File: src/rtl/mtp_pkg.sv
`timescale 1ns / 1ps
`default_nettype none

package mtp_pkg;

  localparam int unsigned PosW = 5;

  localparam logic [PosW-1:0] MAC_TEXT_LEN = 5'd17;
  localparam logic [PosW-1:0] POS_SAT      = 5'd18;

  localparam logic [7:0] CHAR_NUL   = 8'h00;
  localparam logic [7:0] CHAR_COLON = 8'h3A;
  localparam logic [7:0] CHAR_0     = 8'h30;
  localparam logic [7:0] CHAR_9     = 8'h39;
  localparam logic [7:0] CHAR_UA    = 8'h41;
  localparam logic [7:0] CHAR_UF    = 8'h46;
  localparam logic [7:0] CHAR_LA    = 8'h61;
  localparam logic [7:0] CHAR_LF    = 8'h66;

  localparam logic [3:0] NIB_TEN = 4'd10;

  localparam logic STATUS_OK  = 1'b0;
  localparam logic STATUS_BAD = 1'b1;

  // one character held between the input register and the parse stage
  typedef struct packed {
    logic       valid;
    logic [7:0] code;
  } char_beat_t;

  typedef struct packed {
    logic       bad;
    logic [3:0] nib;
  } hex_dec_t;

  function automatic hex_dec_t hex_decode(input logic [7:0] c);
    hex_dec_t   d;
    logic [7:0] diff;
    d.bad = 1'b0;
    d.nib = 4'd0;
    if (c >= CHAR_UA && c <= CHAR_UF) begin
      diff  = c - CHAR_UA;
      d.nib = diff[3:0] + NIB_TEN;
    end else if (c >= CHAR_LA && c <= CHAR_LF) begin
      diff  = c - CHAR_LA;
      d.nib = diff[3:0] + NIB_TEN;
    end else if (c >= CHAR_0 && c <= CHAR_9) begin
      diff  = c - CHAR_0;
      d.nib = diff[3:0];
    end else begin
      diff  = 8'd0;
      d.bad = 1'b1;
    end
    return d;
  endfunction

  // positions 2, 5, 8, 11, 14 hold the separators
  function automatic logic is_sep_pos(input logic [PosW-1:0] pos);
    logic r;
    case (pos) inside
      5'd2, 5'd5, 5'd8, 5'd11, 5'd14: r = 1'b1;
      default:                        r = 1'b0;
    endcase
    return r;
  endfunction

endpackage

`default_nettype wire

File: src/rtl/mac_text_parser.sv
// An accepted terminator passes the input register, then the result register.
// Throughput: one character per cycle; a terminator moves into the result
//   register as the previous result beat leaves, so only a NUL that arrives
//   while a result is stalled holds the input.
// Reset: synchronous active-low rst_n clears the position count, error flag,
//   nibble register and all valid flags.
`timescale 1ns / 1ps
`default_nettype none

module mac_text_parser (
  input  wire logic        clk,
  input  wire logic        rst_n,
  input  wire logic        in_valid,
  input  wire logic [7:0]  in_char_code,
  output logic             in_stall,
  output logic             out_valid,
  input  wire logic        out_stall,
  output logic [47:0]      out_mac_value,
  output logic             out_parse_status
);

  mtp_pkg::char_beat_t beat;
  logic                core_ready;

  mtp_in_stage u_in_stage (
    .clk          (clk),
    .rst_n        (rst_n),
    .in_valid     (in_valid),
    .in_char_code (in_char_code),
    .in_stall     (in_stall),
    .core_ready   (core_ready),
    .beat         (beat)
  );

  mtp_parse u_parse (
    .clk              (clk),
    .rst_n            (rst_n),
    .beat             (beat),
    .core_ready       (core_ready),
    .out_valid        (out_valid),
    .out_stall        (out_stall),
    .out_mac_value    (out_mac_value),
    .out_parse_status (out_parse_status)
  );

endmodule

`default_nettype wire

File: src/rtl/mtp_in_stage.sv
`timescale 1ns / 1ps
`default_nettype none

module mtp_in_stage (
  input  wire logic                clk,
  input  wire logic                rst_n,
  input  wire logic                in_valid,
  input  wire logic [7:0]          in_char_code,
  output logic                     in_stall,
  input  wire logic                core_ready,
  output mtp_pkg::char_beat_t      beat
);

  logic       valid_r, valid_nxt;
  logic [7:0] code_r;

  assign in_stall  = valid_r && !core_ready;
  assign valid_nxt = in_stall ? valid_r : in_valid;

  always_ff @(posedge clk) begin
    if (!rst_n) begin
      valid_r <= 1'b0;
    end else begin
      valid_r <= valid_nxt;
    end
  end

  always_ff @(posedge clk) begin
    if (in_valid && !in_stall) begin
      code_r <= in_char_code;
    end
  end

  assign beat.valid = valid_r;
  assign beat.code  = code_r;

endmodule

`default_nettype wire

File: src/rtl/mtp_parse.sv
`timescale 1ns / 1ps
`default_nettype none

module mtp_parse (
  input  wire logic                clk,
  input  wire logic                rst_n,
  input  wire mtp_pkg::char_beat_t beat,
  output logic                     core_ready,
  output logic                     out_valid,
  input  wire logic                out_stall,
  output logic [47:0]              out_mac_value,
  output logic                     out_parse_status
);

  logic [mtp_pkg::PosW-1:0] pos_r, pos_nxt;
  logic                     bad_r, bad_nxt;
  logic [47:0]              shift_r, shift_nxt;
  logic                     out_valid_r, out_valid_nxt;
  logic [47:0]              mac_r;
  logic                     status_r;

  logic                     is_nul;
  logic                     fire;
  logic                     fail;
  mtp_pkg::hex_dec_t        dec;

  assign is_nul = (beat.code == mtp_pkg::CHAR_NUL);
  // only a terminator needs room in the result register
  assign core_ready = !(is_nul && out_valid_r && out_stall);
  assign fire       = beat.valid && core_ready;
  assign dec        = mtp_pkg::hex_decode(beat.code);
  assign fail       = bad_r || (pos_r != mtp_pkg::MAC_TEXT_LEN);

  always_comb begin
    pos_nxt   = pos_r;
    bad_nxt   = bad_r;
    shift_nxt = shift_r;
    if (fire) begin
      if (is_nul) begin
        pos_nxt   = '0;
        bad_nxt   = 1'b0;
        shift_nxt = '0;
      end else begin
        if (pos_r >= mtp_pkg::MAC_TEXT_LEN) begin
          bad_nxt = 1'b1;
        end else if (mtp_pkg::is_sep_pos(pos_r)) begin
          if (beat.code != mtp_pkg::CHAR_COLON) begin
            bad_nxt = 1'b1;
          end
        end else if (dec.bad) begin
          bad_nxt = 1'b1;
        end else begin
          shift_nxt = {shift_r[43:0], dec.nib};
        end
        if (pos_r < mtp_pkg::POS_SAT) begin
          pos_nxt = pos_r + 5'd1;
        end
      end
    end
  end

  assign out_valid_nxt = (out_valid_r && out_stall) || (fire && is_nul);

  always_ff @(posedge clk) begin
    if (!rst_n) begin
      pos_r       <= '0;
      bad_r       <= 1'b0;
      shift_r     <= '0;
      out_valid_r <= 1'b0;
    end else begin
      pos_r       <= pos_nxt;
      bad_r       <= bad_nxt;
      shift_r     <= shift_nxt;
      out_valid_r <= out_valid_nxt;
    end
  end

  always_ff @(posedge clk) begin
    if (fire && is_nul) begin
      mac_r    <= fail ? 48'd0 : shift_r;
      status_r <= fail ? mtp_pkg::STATUS_BAD : mtp_pkg::STATUS_OK;
    end
  end

  assign out_valid        = out_valid_r;
  assign out_mac_value    = mac_r;
  assign out_parse_status = status_r;

endmodule

`default_nettype wire
File: config.mk
export PLATFORM = sky130hd
export DESIGN_NAME = mac_text_parser
export DESIGN_NICKNAME = d
export VERILOG_FILES = /design/src/rtl/mtp_pkg.sv /design/src/rtl/mac_text_parser.sv /design/src/rtl/mtp_in_stage.sv /design/src/rtl/mtp_parse.sv
export SDC_FILE = /design/constraint.sdc
export NUM_CORES = 1
export LEC_CHECK = 0
export ABC_AREA = 1
export BUFFER_PORTS_ARGS = -buffer_cell sky130_fd_sc_hd__buf_2
export CAP_MARGIN = 0
export CORE_ASPECT_RATIO = 0.9
export CORE_MARGIN = 2
export CORE_UTILIZATION = 60
export DETAILED_ROUTE_END_ITERATION = 10
export PLACE_DENSITY = 0.85
export SKIP_CTS_REPAIR_TIMING = 1
export SYNTH_ARGS = -nofsm -noshare
export SYNTH_HDL_FRONTEND = slang
export SYNTH_SLANG_ARGS = --single-unit
export TNS_END_PERCENT = 30
File: constraint.sdc
create_clock -name clk -period 7.21 [get_ports clk]
set_clock_uncertainty 0.2 [all_clocks]
set_input_delay 1.442 -clock clk [delete_from_list [all_inputs] [get_ports clk]]
set_output_delay 1.442 -clock clk [all_outputs]
set_load 0.005 [all_outputs]
==> results of run 1 <==
## area by class of cell
class / instances / area, sq um
Clock buffer: 17 / 414
Clock inverter: 15 / 111
Fill cell: 519 / 2080
Inverter: 72 / 270
Multi-Input combinational cell: 280 / 1440
Sequential cell: 113 / 2830
Tap cell: 96 / 120
Timing Repair Buffer: 63 / 318
## how the worst min path moves through the flow
stage | cells past startpoint | endpoint | start | slack, ns
floorplan | 2 | u_parse.bad_r | u_parse.bad_r | 0.25
global placement | 2 | u_parse.bad_r | u_parse.bad_r | 0.26
detailed placement | 2 | u_parse.shift_r[44] | u_parse.shift_r[44] | 0.27
CTS | 2 | u_parse.shift_r[47] | u_parse.shift_r[47] | 0.29
global route | 2 | u_parse.shift_r[4] | u_parse.shift_r[0] | 0.30
finish | 2 | u_parse.shift_r[47] | u_parse.shift_r[47] | 0.28
## registers in the layout, indices dropped and copies added (netlist names)
name,flops
u_parse.bad_r,1
u_parse.shift_r,48
u_parse.pos_r,5
u_parse.out_mac_value,48
u_parse.out_parse_status,1
u_in_stage.valid_r,1
u_in_stage.code_r,8
u_parse.out_valid,1
## cell families (layout without fill, tap and decap cells)
logic type	Yosys count	after routing	synth area share [%]
fa+ha+maj	9	9	2.39
flops	113	113	60.1
xor+xnor	4	4	0.744
buf+inv	102	167	9.43
compound gates	67	67	7.51
simple gates	200	200	19.8
## critical path, stage by stage
cell	delay (ns)
buf_2	0.09
nand2_1	0.09
inv_1	0.06
nand3_1	0.13
nand2_1	0.13
nor2_4	0.79
nand3_2	1.02
nand3_1	0.35
a21oi_1	0.11
## metal layers
metal  global-route usage, %  share of wire, %  up-vias
li1                        -                 -     1765
met1                    25.3                43     1693
met2                    36.2                50      116
met3                    7.18               6.1       14
met4                    8.71               1.5        0
met5                       0                 0        -
## Yosys cell counts
library cell  number  share of area [%]
a21oi_1           55                5.8
and2_1             1               0.13
buf_1              1              0.080
buf_2              7               0.74
buf_4              4               0.64
buf_6              5                1.2
clkbuf_1          13                1.0
dfxtp_1           56                 24
edfxtp_1          57                 36
ha_1               9                2.4
inv_1             70                5.6
inv_2              2               0.16
nand2_1           27                2.2
nand2_2            2               0.27
nand3_1          102                 11
nand3_2            1               0.21
nand3b_1           1               0.16
nand4_1            8                1.1
nor2_1            54                4.3
nor2_2             1               0.13
nor2_4             1               0.24
nor3_1             1               0.11
nor3_2             1               0.21
o211ai_1           1               0.16
o21a_1             1               0.16
o21ai_0            7               0.74
o21ai_1            1               0.11
o21ai_4            1               0.35
o21bai_1           1               0.16
xnor2_1            1               0.19
xor2_1             3               0.56
## power groups by stage
stage                     clock (W)  sequential [W]  combinational (W)
after floorplan                   0        0.000692          0.0000335
after global placement            0        0.000693          0.0000372
after detailed placement          0        0.000693          0.0000389
after CTS                  0.000727        0.000680          0.0000390
after global routing       0.000758        0.000680          0.0000447
final                      0.000717        0.000680          0.0000397
## stage by stage
step | util, % | std cells | setup WS (ns) | total power, W
6_report | 72.6 | 656 | 3.13 | 0.00144
5_1_grt | 72.6 | 656 | 2.93 | 0.00148
4_1_cts | 72.6 | 656 | 3.20 | 0.00145
3_5_place_dp | 65.7 | 624 | 2.78 | 0.000732
3_3_place_gp | 65.7 | 624 | 2.88 | 0.000730
2_1_floorplan | - | 495 | 3.49 | 0.000725
==> results, run 1 <==
- The flow ran to the end, and the final reports show no timing, DRC or antenna violations.
- The yosys synthesis warning count is 0.
- After the last flow step, the layout net total stands at 568.
- The number of instances in the synthesized netlist is 495.
- For this block, the routed nets add up to 8940 um of wire.
- The startpoint of the worst register-to-register path is u_parse.pos_r[1].
- During placement, the flow inserted port buffers numbering 62.
- The worst supply voltage drop on vdd is between 0.2 and 0.25 mV.
- The number of sinks handled by clock tree synthesis is 113.
- Before antenna repair, the detailed router went through 5 iterations.
- The congestion estimate from routability-driven global placement came to 0.809.
- The number of slew-limit violations in the final report is 0.
- The remaining max-slew budget at the tightest pin is between 30% and 40%.
- The part of the power in registers is 47.3%.
- Hold is met by 0.285 ns.
- The average via count per standard cell is ~5.5.
- The internal power of the cells totals between 0.001 and 0.0015 W.
- The first global-routing pass estimated roughly 15,000 um of wire.
- STA puts the critical path data required time at 7.36 ns.
- Global routing finished with a remaining overflow of 0.
- The detail route stage leaves a number of antenna-violating nets equal to 0.
- The insertion delay of the later-clocked pin in the worst-skew pair is 0.51 ns.
- The half-perimeter wire length of the detailed placement result is 5450 um.
- The top cell types in the final layout, fill and taps aside, are 101 x nand3_1, 69 x inv_1, 62 x buf_2.
- In this run, CTS created clock tree buffers numbering 17.
- The floorplan has 30 rows.
- The flop and latch count out of synthesis is 113.
- Static timing analysis puts the maximum clock frequency at ~0.24 GHz.
- The final clock period utilization by the worst path is 56.6%.
- Setup repair after global routing left no endpoint under its margin.
- The critical path is of the input pin to flop type.
- The worst register-to-register path has a depth of 8.
- The average detailed-routed wire length per instance is 13.6 um.
- The switching share of power is 22.8%.
- STA classifies the critical path startpoint as an input pin.
- The number of ports placed on the die boundary is 63.
- Detailed routing inserted a total of ~3,600 vias.
- The endpoint identified for the worst register-to-register timing path is u_parse.shift_r[29].
- The width of the chip is ~97 um.
- For this configuration, the core starts out at a cell density of approximately 62%.
- Synthesis instantiated 31 different standard cells from the library.
- The number of antenna violations at the first check in global routing is 0.
- The startpoint of the worst setup timing path is out_stall.
- The cell leakage power is ~2.1 nW.
- The number of buffers between clock root and the deepest sink is 2.
- The final hold violation count is 0.
- TritonCTS built the clock tree.
- The number of nets in the synthesized netlist is ~520.
- The DRC violation count after routing is 0.
- The number of setup violations in the final report is 0.
- The max-capacitance violation count is 0.
- For flop-to-flop paths, the worst setup slack is 3.32 ns.
- Combinational logic is responsible for 2.8% of the overall power.
- The share of the Yosys chip area taken by registers is roughly three fifths.
- The library cell used most frequently in the layout, excluding fill and tap cells, is nand3_1.
- The end point of the critical path is u_parse.shift_r[29].
- The path class of the tightest hold or removal check is flop to flop.
- The clock tree synthesis step divided the H-tree into 4 levels.
- After clock tree synthesis, the clock-pin slew on the worst setup and hold paths is 0.06 ns.
- Dividing the synthesized area by the synthesized cell count gives 9.52 sq um.
- The analysis attributes to net switching a power of 0.000327 W.
- The post-layout minimum cycle time is 4.08 ns.
- Entering global routing, the biggest net connects 55 pins.
- In this run the standard cell core region covers between 0.007 and 0.008 sq mm.
- The worst endpoint data arrival time is 4.23 ns.
- In this run, the number of DRC markers left after iteration 0 of detailed routing was ~340.
- The die is 88.1 um tall.
- The synthesized netlist occupies a cell area of 0.00471 sq mm.
- The sum of negative setup slack is 0 ns.
- For the pin with the worst max-slew slack, the measured transition is 1.03 ns.
- For this design the ratio of total power to cell area is 261 mW/mm^2.
- The count of inserted antenna diode cells is 0.
- The die covers 0.00858 sq mm.
- After routing the design area is 0.00551 sq mm.
- Along the worst path, the maximum fanout reaches 49.
- The number of global-route vias before repair is 3,252.
- The proportion of power drawn by the clock network is 49.9%.
- The layout cell share with drive strength beyond 1 is 18.8%.
- In this run the cell area measured after placement is 0.00498 sq mm.
- The root buffer selected by CTS is clkbuf_8.
- The area added between synthesis and finish is 16.9%.
- The endpoint kind of the worst setup timing path is a flop.
- Global routing used 21.3% of the available tracks.
Power figures use the tool's default switching activity.
==> inputs of run 2 (changes only) <==
--- a/config.mk
+++ b/config.mk
@@ -10,9 +10,9 @@
 export CAP_MARGIN = 0
 export CORE_ASPECT_RATIO = 0.9
 export CORE_MARGIN = 2
-export CORE_UTILIZATION = 60
+export CORE_UTILIZATION = 51
 export DETAILED_ROUTE_END_ITERATION = 10
-export PLACE_DENSITY = 0.85
+export PLACE_DENSITY = 0.77
 export SKIP_CTS_REPAIR_TIMING = 1
 export SYNTH_ARGS = -nofsm -noshare
 export SYNTH_HDL_FRONTEND = slang
==> constraint.sdc (replaced) <==
create_clock -name clk -period 3.56 [get_ports clk]
set_clock_uncertainty 0.2 [all_clocks]
set_input_delay 0.712 -clock clk [delete_from_list [all_inputs] [get_ports clk]]
set_output_delay 0.712 -clock clk [all_outputs]
set_load 0.005 [all_outputs]
==> results, run 2 (synthesis gave the netlist of run 1 again) <==
- The number of violations reported at the end of detailed-routing iteration 0 is 296 (was 342).
- The final net count is 574 (was 568).
- The first-pass GRT wire length is 15,500 um (was 14,600 um).
- The count of inserted antenna diode cells is 0 (unchanged).
- The TritonCTS clock tree is yes (unchanged).
- The row count is 33 (was 30).
- The final hold violation count is 0 (unchanged).
- The slew at the pin closest to its max-slew limit was 0.918 ns (was 1.03 ns).
- The filler cell count in the final layout is 727 (was 519).
- The half-perimeter wire length of the detailed placement result is 5370 um (was 5450 um).
- Run status: complete, no violations (unchanged).
- The destination of the worst register-to-register timing path is u_parse.shift_r[18] (was u_parse.shift_r[29]).
- The insertion delay of the later-clocked pin in the worst-skew pair was 0.51 ns (about the same).
- The total routed wirelength came to 9220 um (was 8940 um).
- The count of input and output buffers is 62 (unchanged).
- The average detailed-routed wire length per instance is 13.4 um (was 13.6 um).
- The area added between synthesis and finish was 19.1% (was 16.9%).
- The maximum number of pins on one net before global-route repair was 52 (was 55).
- The critical path class is flop to output pin (was input pin to flop).
- The number of H-tree levels is 4 (unchanged).
- The max-capacitance violation count is 0 (unchanged).
- The DRC violation count after routing was 0 (unchanged).
- CP Cell Sequence: inv_1 > ha_1 > inv_1 > nor2_1 > nand3_1 > nor2_1 > buf_2 (was buf_2 > nand2_1 > inv_1 > nand3_1 > nand2_1 > nor2_4 > nand3_2 > nand3_1 > a21oi_1).
- The delay of the slowest critical-path stage is 0.45 ns (was 1.02 ns).
- The number of slew-limit violations in the final report is 0 (unchanged).
- The layout cell share with drive strength beyond 1 was 18.8% (about the same).
- The clock-pin transition on the worst setup and hold timing paths was 0.05 ns (was 0.06 ns).
- The startpoint of the worst setup timing path is u_in_stage.code_r[0] (was out_stall).
- The cell leakage power is 2.17 nW (was 2.14 nW).
- The average via count per standard cell is 5.23 (was 5.47).
- Highest-count cells in the layout ignoring fill and taps: 101 x nand3_1, 69 x inv_1, 62 x buf_2 (unchanged).
- The sum of negative setup slack is 0 ns (unchanged).
- The final critical path takes up roughly four fifths of the cycle.
- The master of the slowest instance on the critical path is edfxtp_1 (was nand3_2).
- The floorplan die height was 95.2 um (was 88.1 um).
- The number of sinks handled by clock tree synthesis was 113 (unchanged).
- The areal power density over the cells is 533 mW/mm^2 (was 261 mW/mm^2).
- The placeable core area is 0.00904 sq mm (was 0.00758 sq mm).
- The number of buffers between clock root and the deepest sink is 2 (unchanged).
- The end point of the critical path is in_stall (was u_parse.shift_r[29]).
- The worst min-delay path class was input pin to flop (was flop to flop).
- The overall power after layout was 0.00299 W (was 0.00144 W).
- The count of antenna-violating nets left after detailed routing was 0 (unchanged).
- The die area came to 0.0100 sq mm (was 0.00858 sq mm).
- The highest fanout seen on the critical path is 5 (was 49).
- The worst supply voltage drop on vdd is 0.285 mV (was 0.226 mV).
- The remaining max-slew budget at the tightest pin is 38.8% (was 31.5%).
- The routed via count is 3,594 (was 3,588).
- The number of ports placed on the die boundary is 63 (unchanged).
- The number of cell instances on the worst register-to-register path is 11 (was 8).
- RSZ-0062 raised after global routing: no (unchanged).
- The endpoint kind of the worst setup timing path is an output pin (was flop).
- The worst endpoint data arrival time came to 1.89 ns (was 4.23 ns).
- The startpoint type of the worst setup path is a flop (was input pin).
- Timing would allow up to ~0.36 GHz.
- The starting density of the core is 52.1% (was 62.1%).
- The data required time of the critical path is 2.65 ns (was 7.36 ns).
- The total global routing overflow was 0 (unchanged).
- The number of antenna violations at the first check in global routing is 0 (unchanged).
- The total iterations of the first detailed-routing run is 5 (unchanged).
- The global router's overall resource usage is 19.7% (was 21.3%).
- The startpoint of the worst register-to-register path is u_in_stage.code_r[0] (was u_parse.pos_r[1]).
- The register-to-register path setup slack came to 0.95 ns (was 3.32 ns).
- The number of setup violations in the final report came to 0 (unchanged).
- The root buffer selected by CTS was clkbuf_8 (unchanged).
- The number of buffers created by CTS came to 17 (unchanged).
- The post-layout minimum cycle time is 2.81 ns.
- The width of the chip was 105 um (was 97.4 um).
- The placer's final routability congestion estimate is 0.828 (was 0.809).
- The number of global-route vias before repair is 3,317 (was 3,252).
- The most frequent standard cell in the layout excluding fill and tap cells is nand3_1 (unchanged).
-- run 2: cell types whose count changed in the layout (fill, tap and decap cells not counted) --
cell        previous run  this run
bufinv_16              0         2
clkinv_4               4         1
buf_12                 0         1
clkinvlp_4             3         4
clkinv_2               3         2
clkinv_1               1         3
inv_6                  4         0
buf_4                  1         6
clkbuf_1               0         2
-- run 2: per-layer routing --
layer  global-route usage, %  routed length (um)  vias up
li1                        -                   -     1769
met1                    25.4                4170     1681
met2                    31.6                4350      128
met3                    4.78                 531       16
met4                    9.22                 164        0
met5                       0                   0        -
-- run 2: stage by stage --
stage	hold WS (ns)	setup WS, ns	area, sq um	instances	utilization (%)
floorplan	0.248	0.571	4710	495	-
global placement	0.269	1.19	5070	656	56.1
detailed placement	0.275	1.14	5070	656	56.1
CTS	0.160	0.742	5610	687	62.1
global route	0.160	0.583	5610	687	62.1
finish	0.175	0.755	5610	687	62.1
-- run 2: critical path, delay by kind of cell, from the launching register on --
kind,cells,cell delay [ns]
adders and majority gates,1,0.18
buffers and inverters,3,0.34
DFF,1,0.45
and+or+nand+nor,3,0.42
-- run 2: final cells by class --
class	instances	area (sq um)	share of cell area, %
multi-input combinational	280	1440	25.7
inverter	72	270	4.81
clock inverter	12	120	2.14
timing repair buffer	69	375	6.69
clock buffer	19	422	7.51
sequential	113	2830	50.5
tap	122	153	2.72
-- run 2: worst min path at each step --
stage,from,to,cells past startpoint
final,in_char_code[0],u_in_stage.code_r[0],1
after global routing,in_char_code[0],u_in_stage.code_r[0],1
after detailed placement,u_parse.bad_r,u_parse.bad_r,2
after floorplan,u_parse.bad_r,u_parse.bad_r,2
after CTS,in_char_code[0],u_in_stage.code_r[0],1
after global placement,u_parse.shift_r[47],u_parse.shift_r[47],2
-- run 2: report_power, final --
| group | internal [W] | switching, W |
|---|---|---|
| Sequential | 0.00137 | 0.00000849 |
| Combinational | 0.0000233 | 0.0000617 |
| Clock | 0.000978 | 0.000554 |
| Total | 0.00237 | 0.000624 |
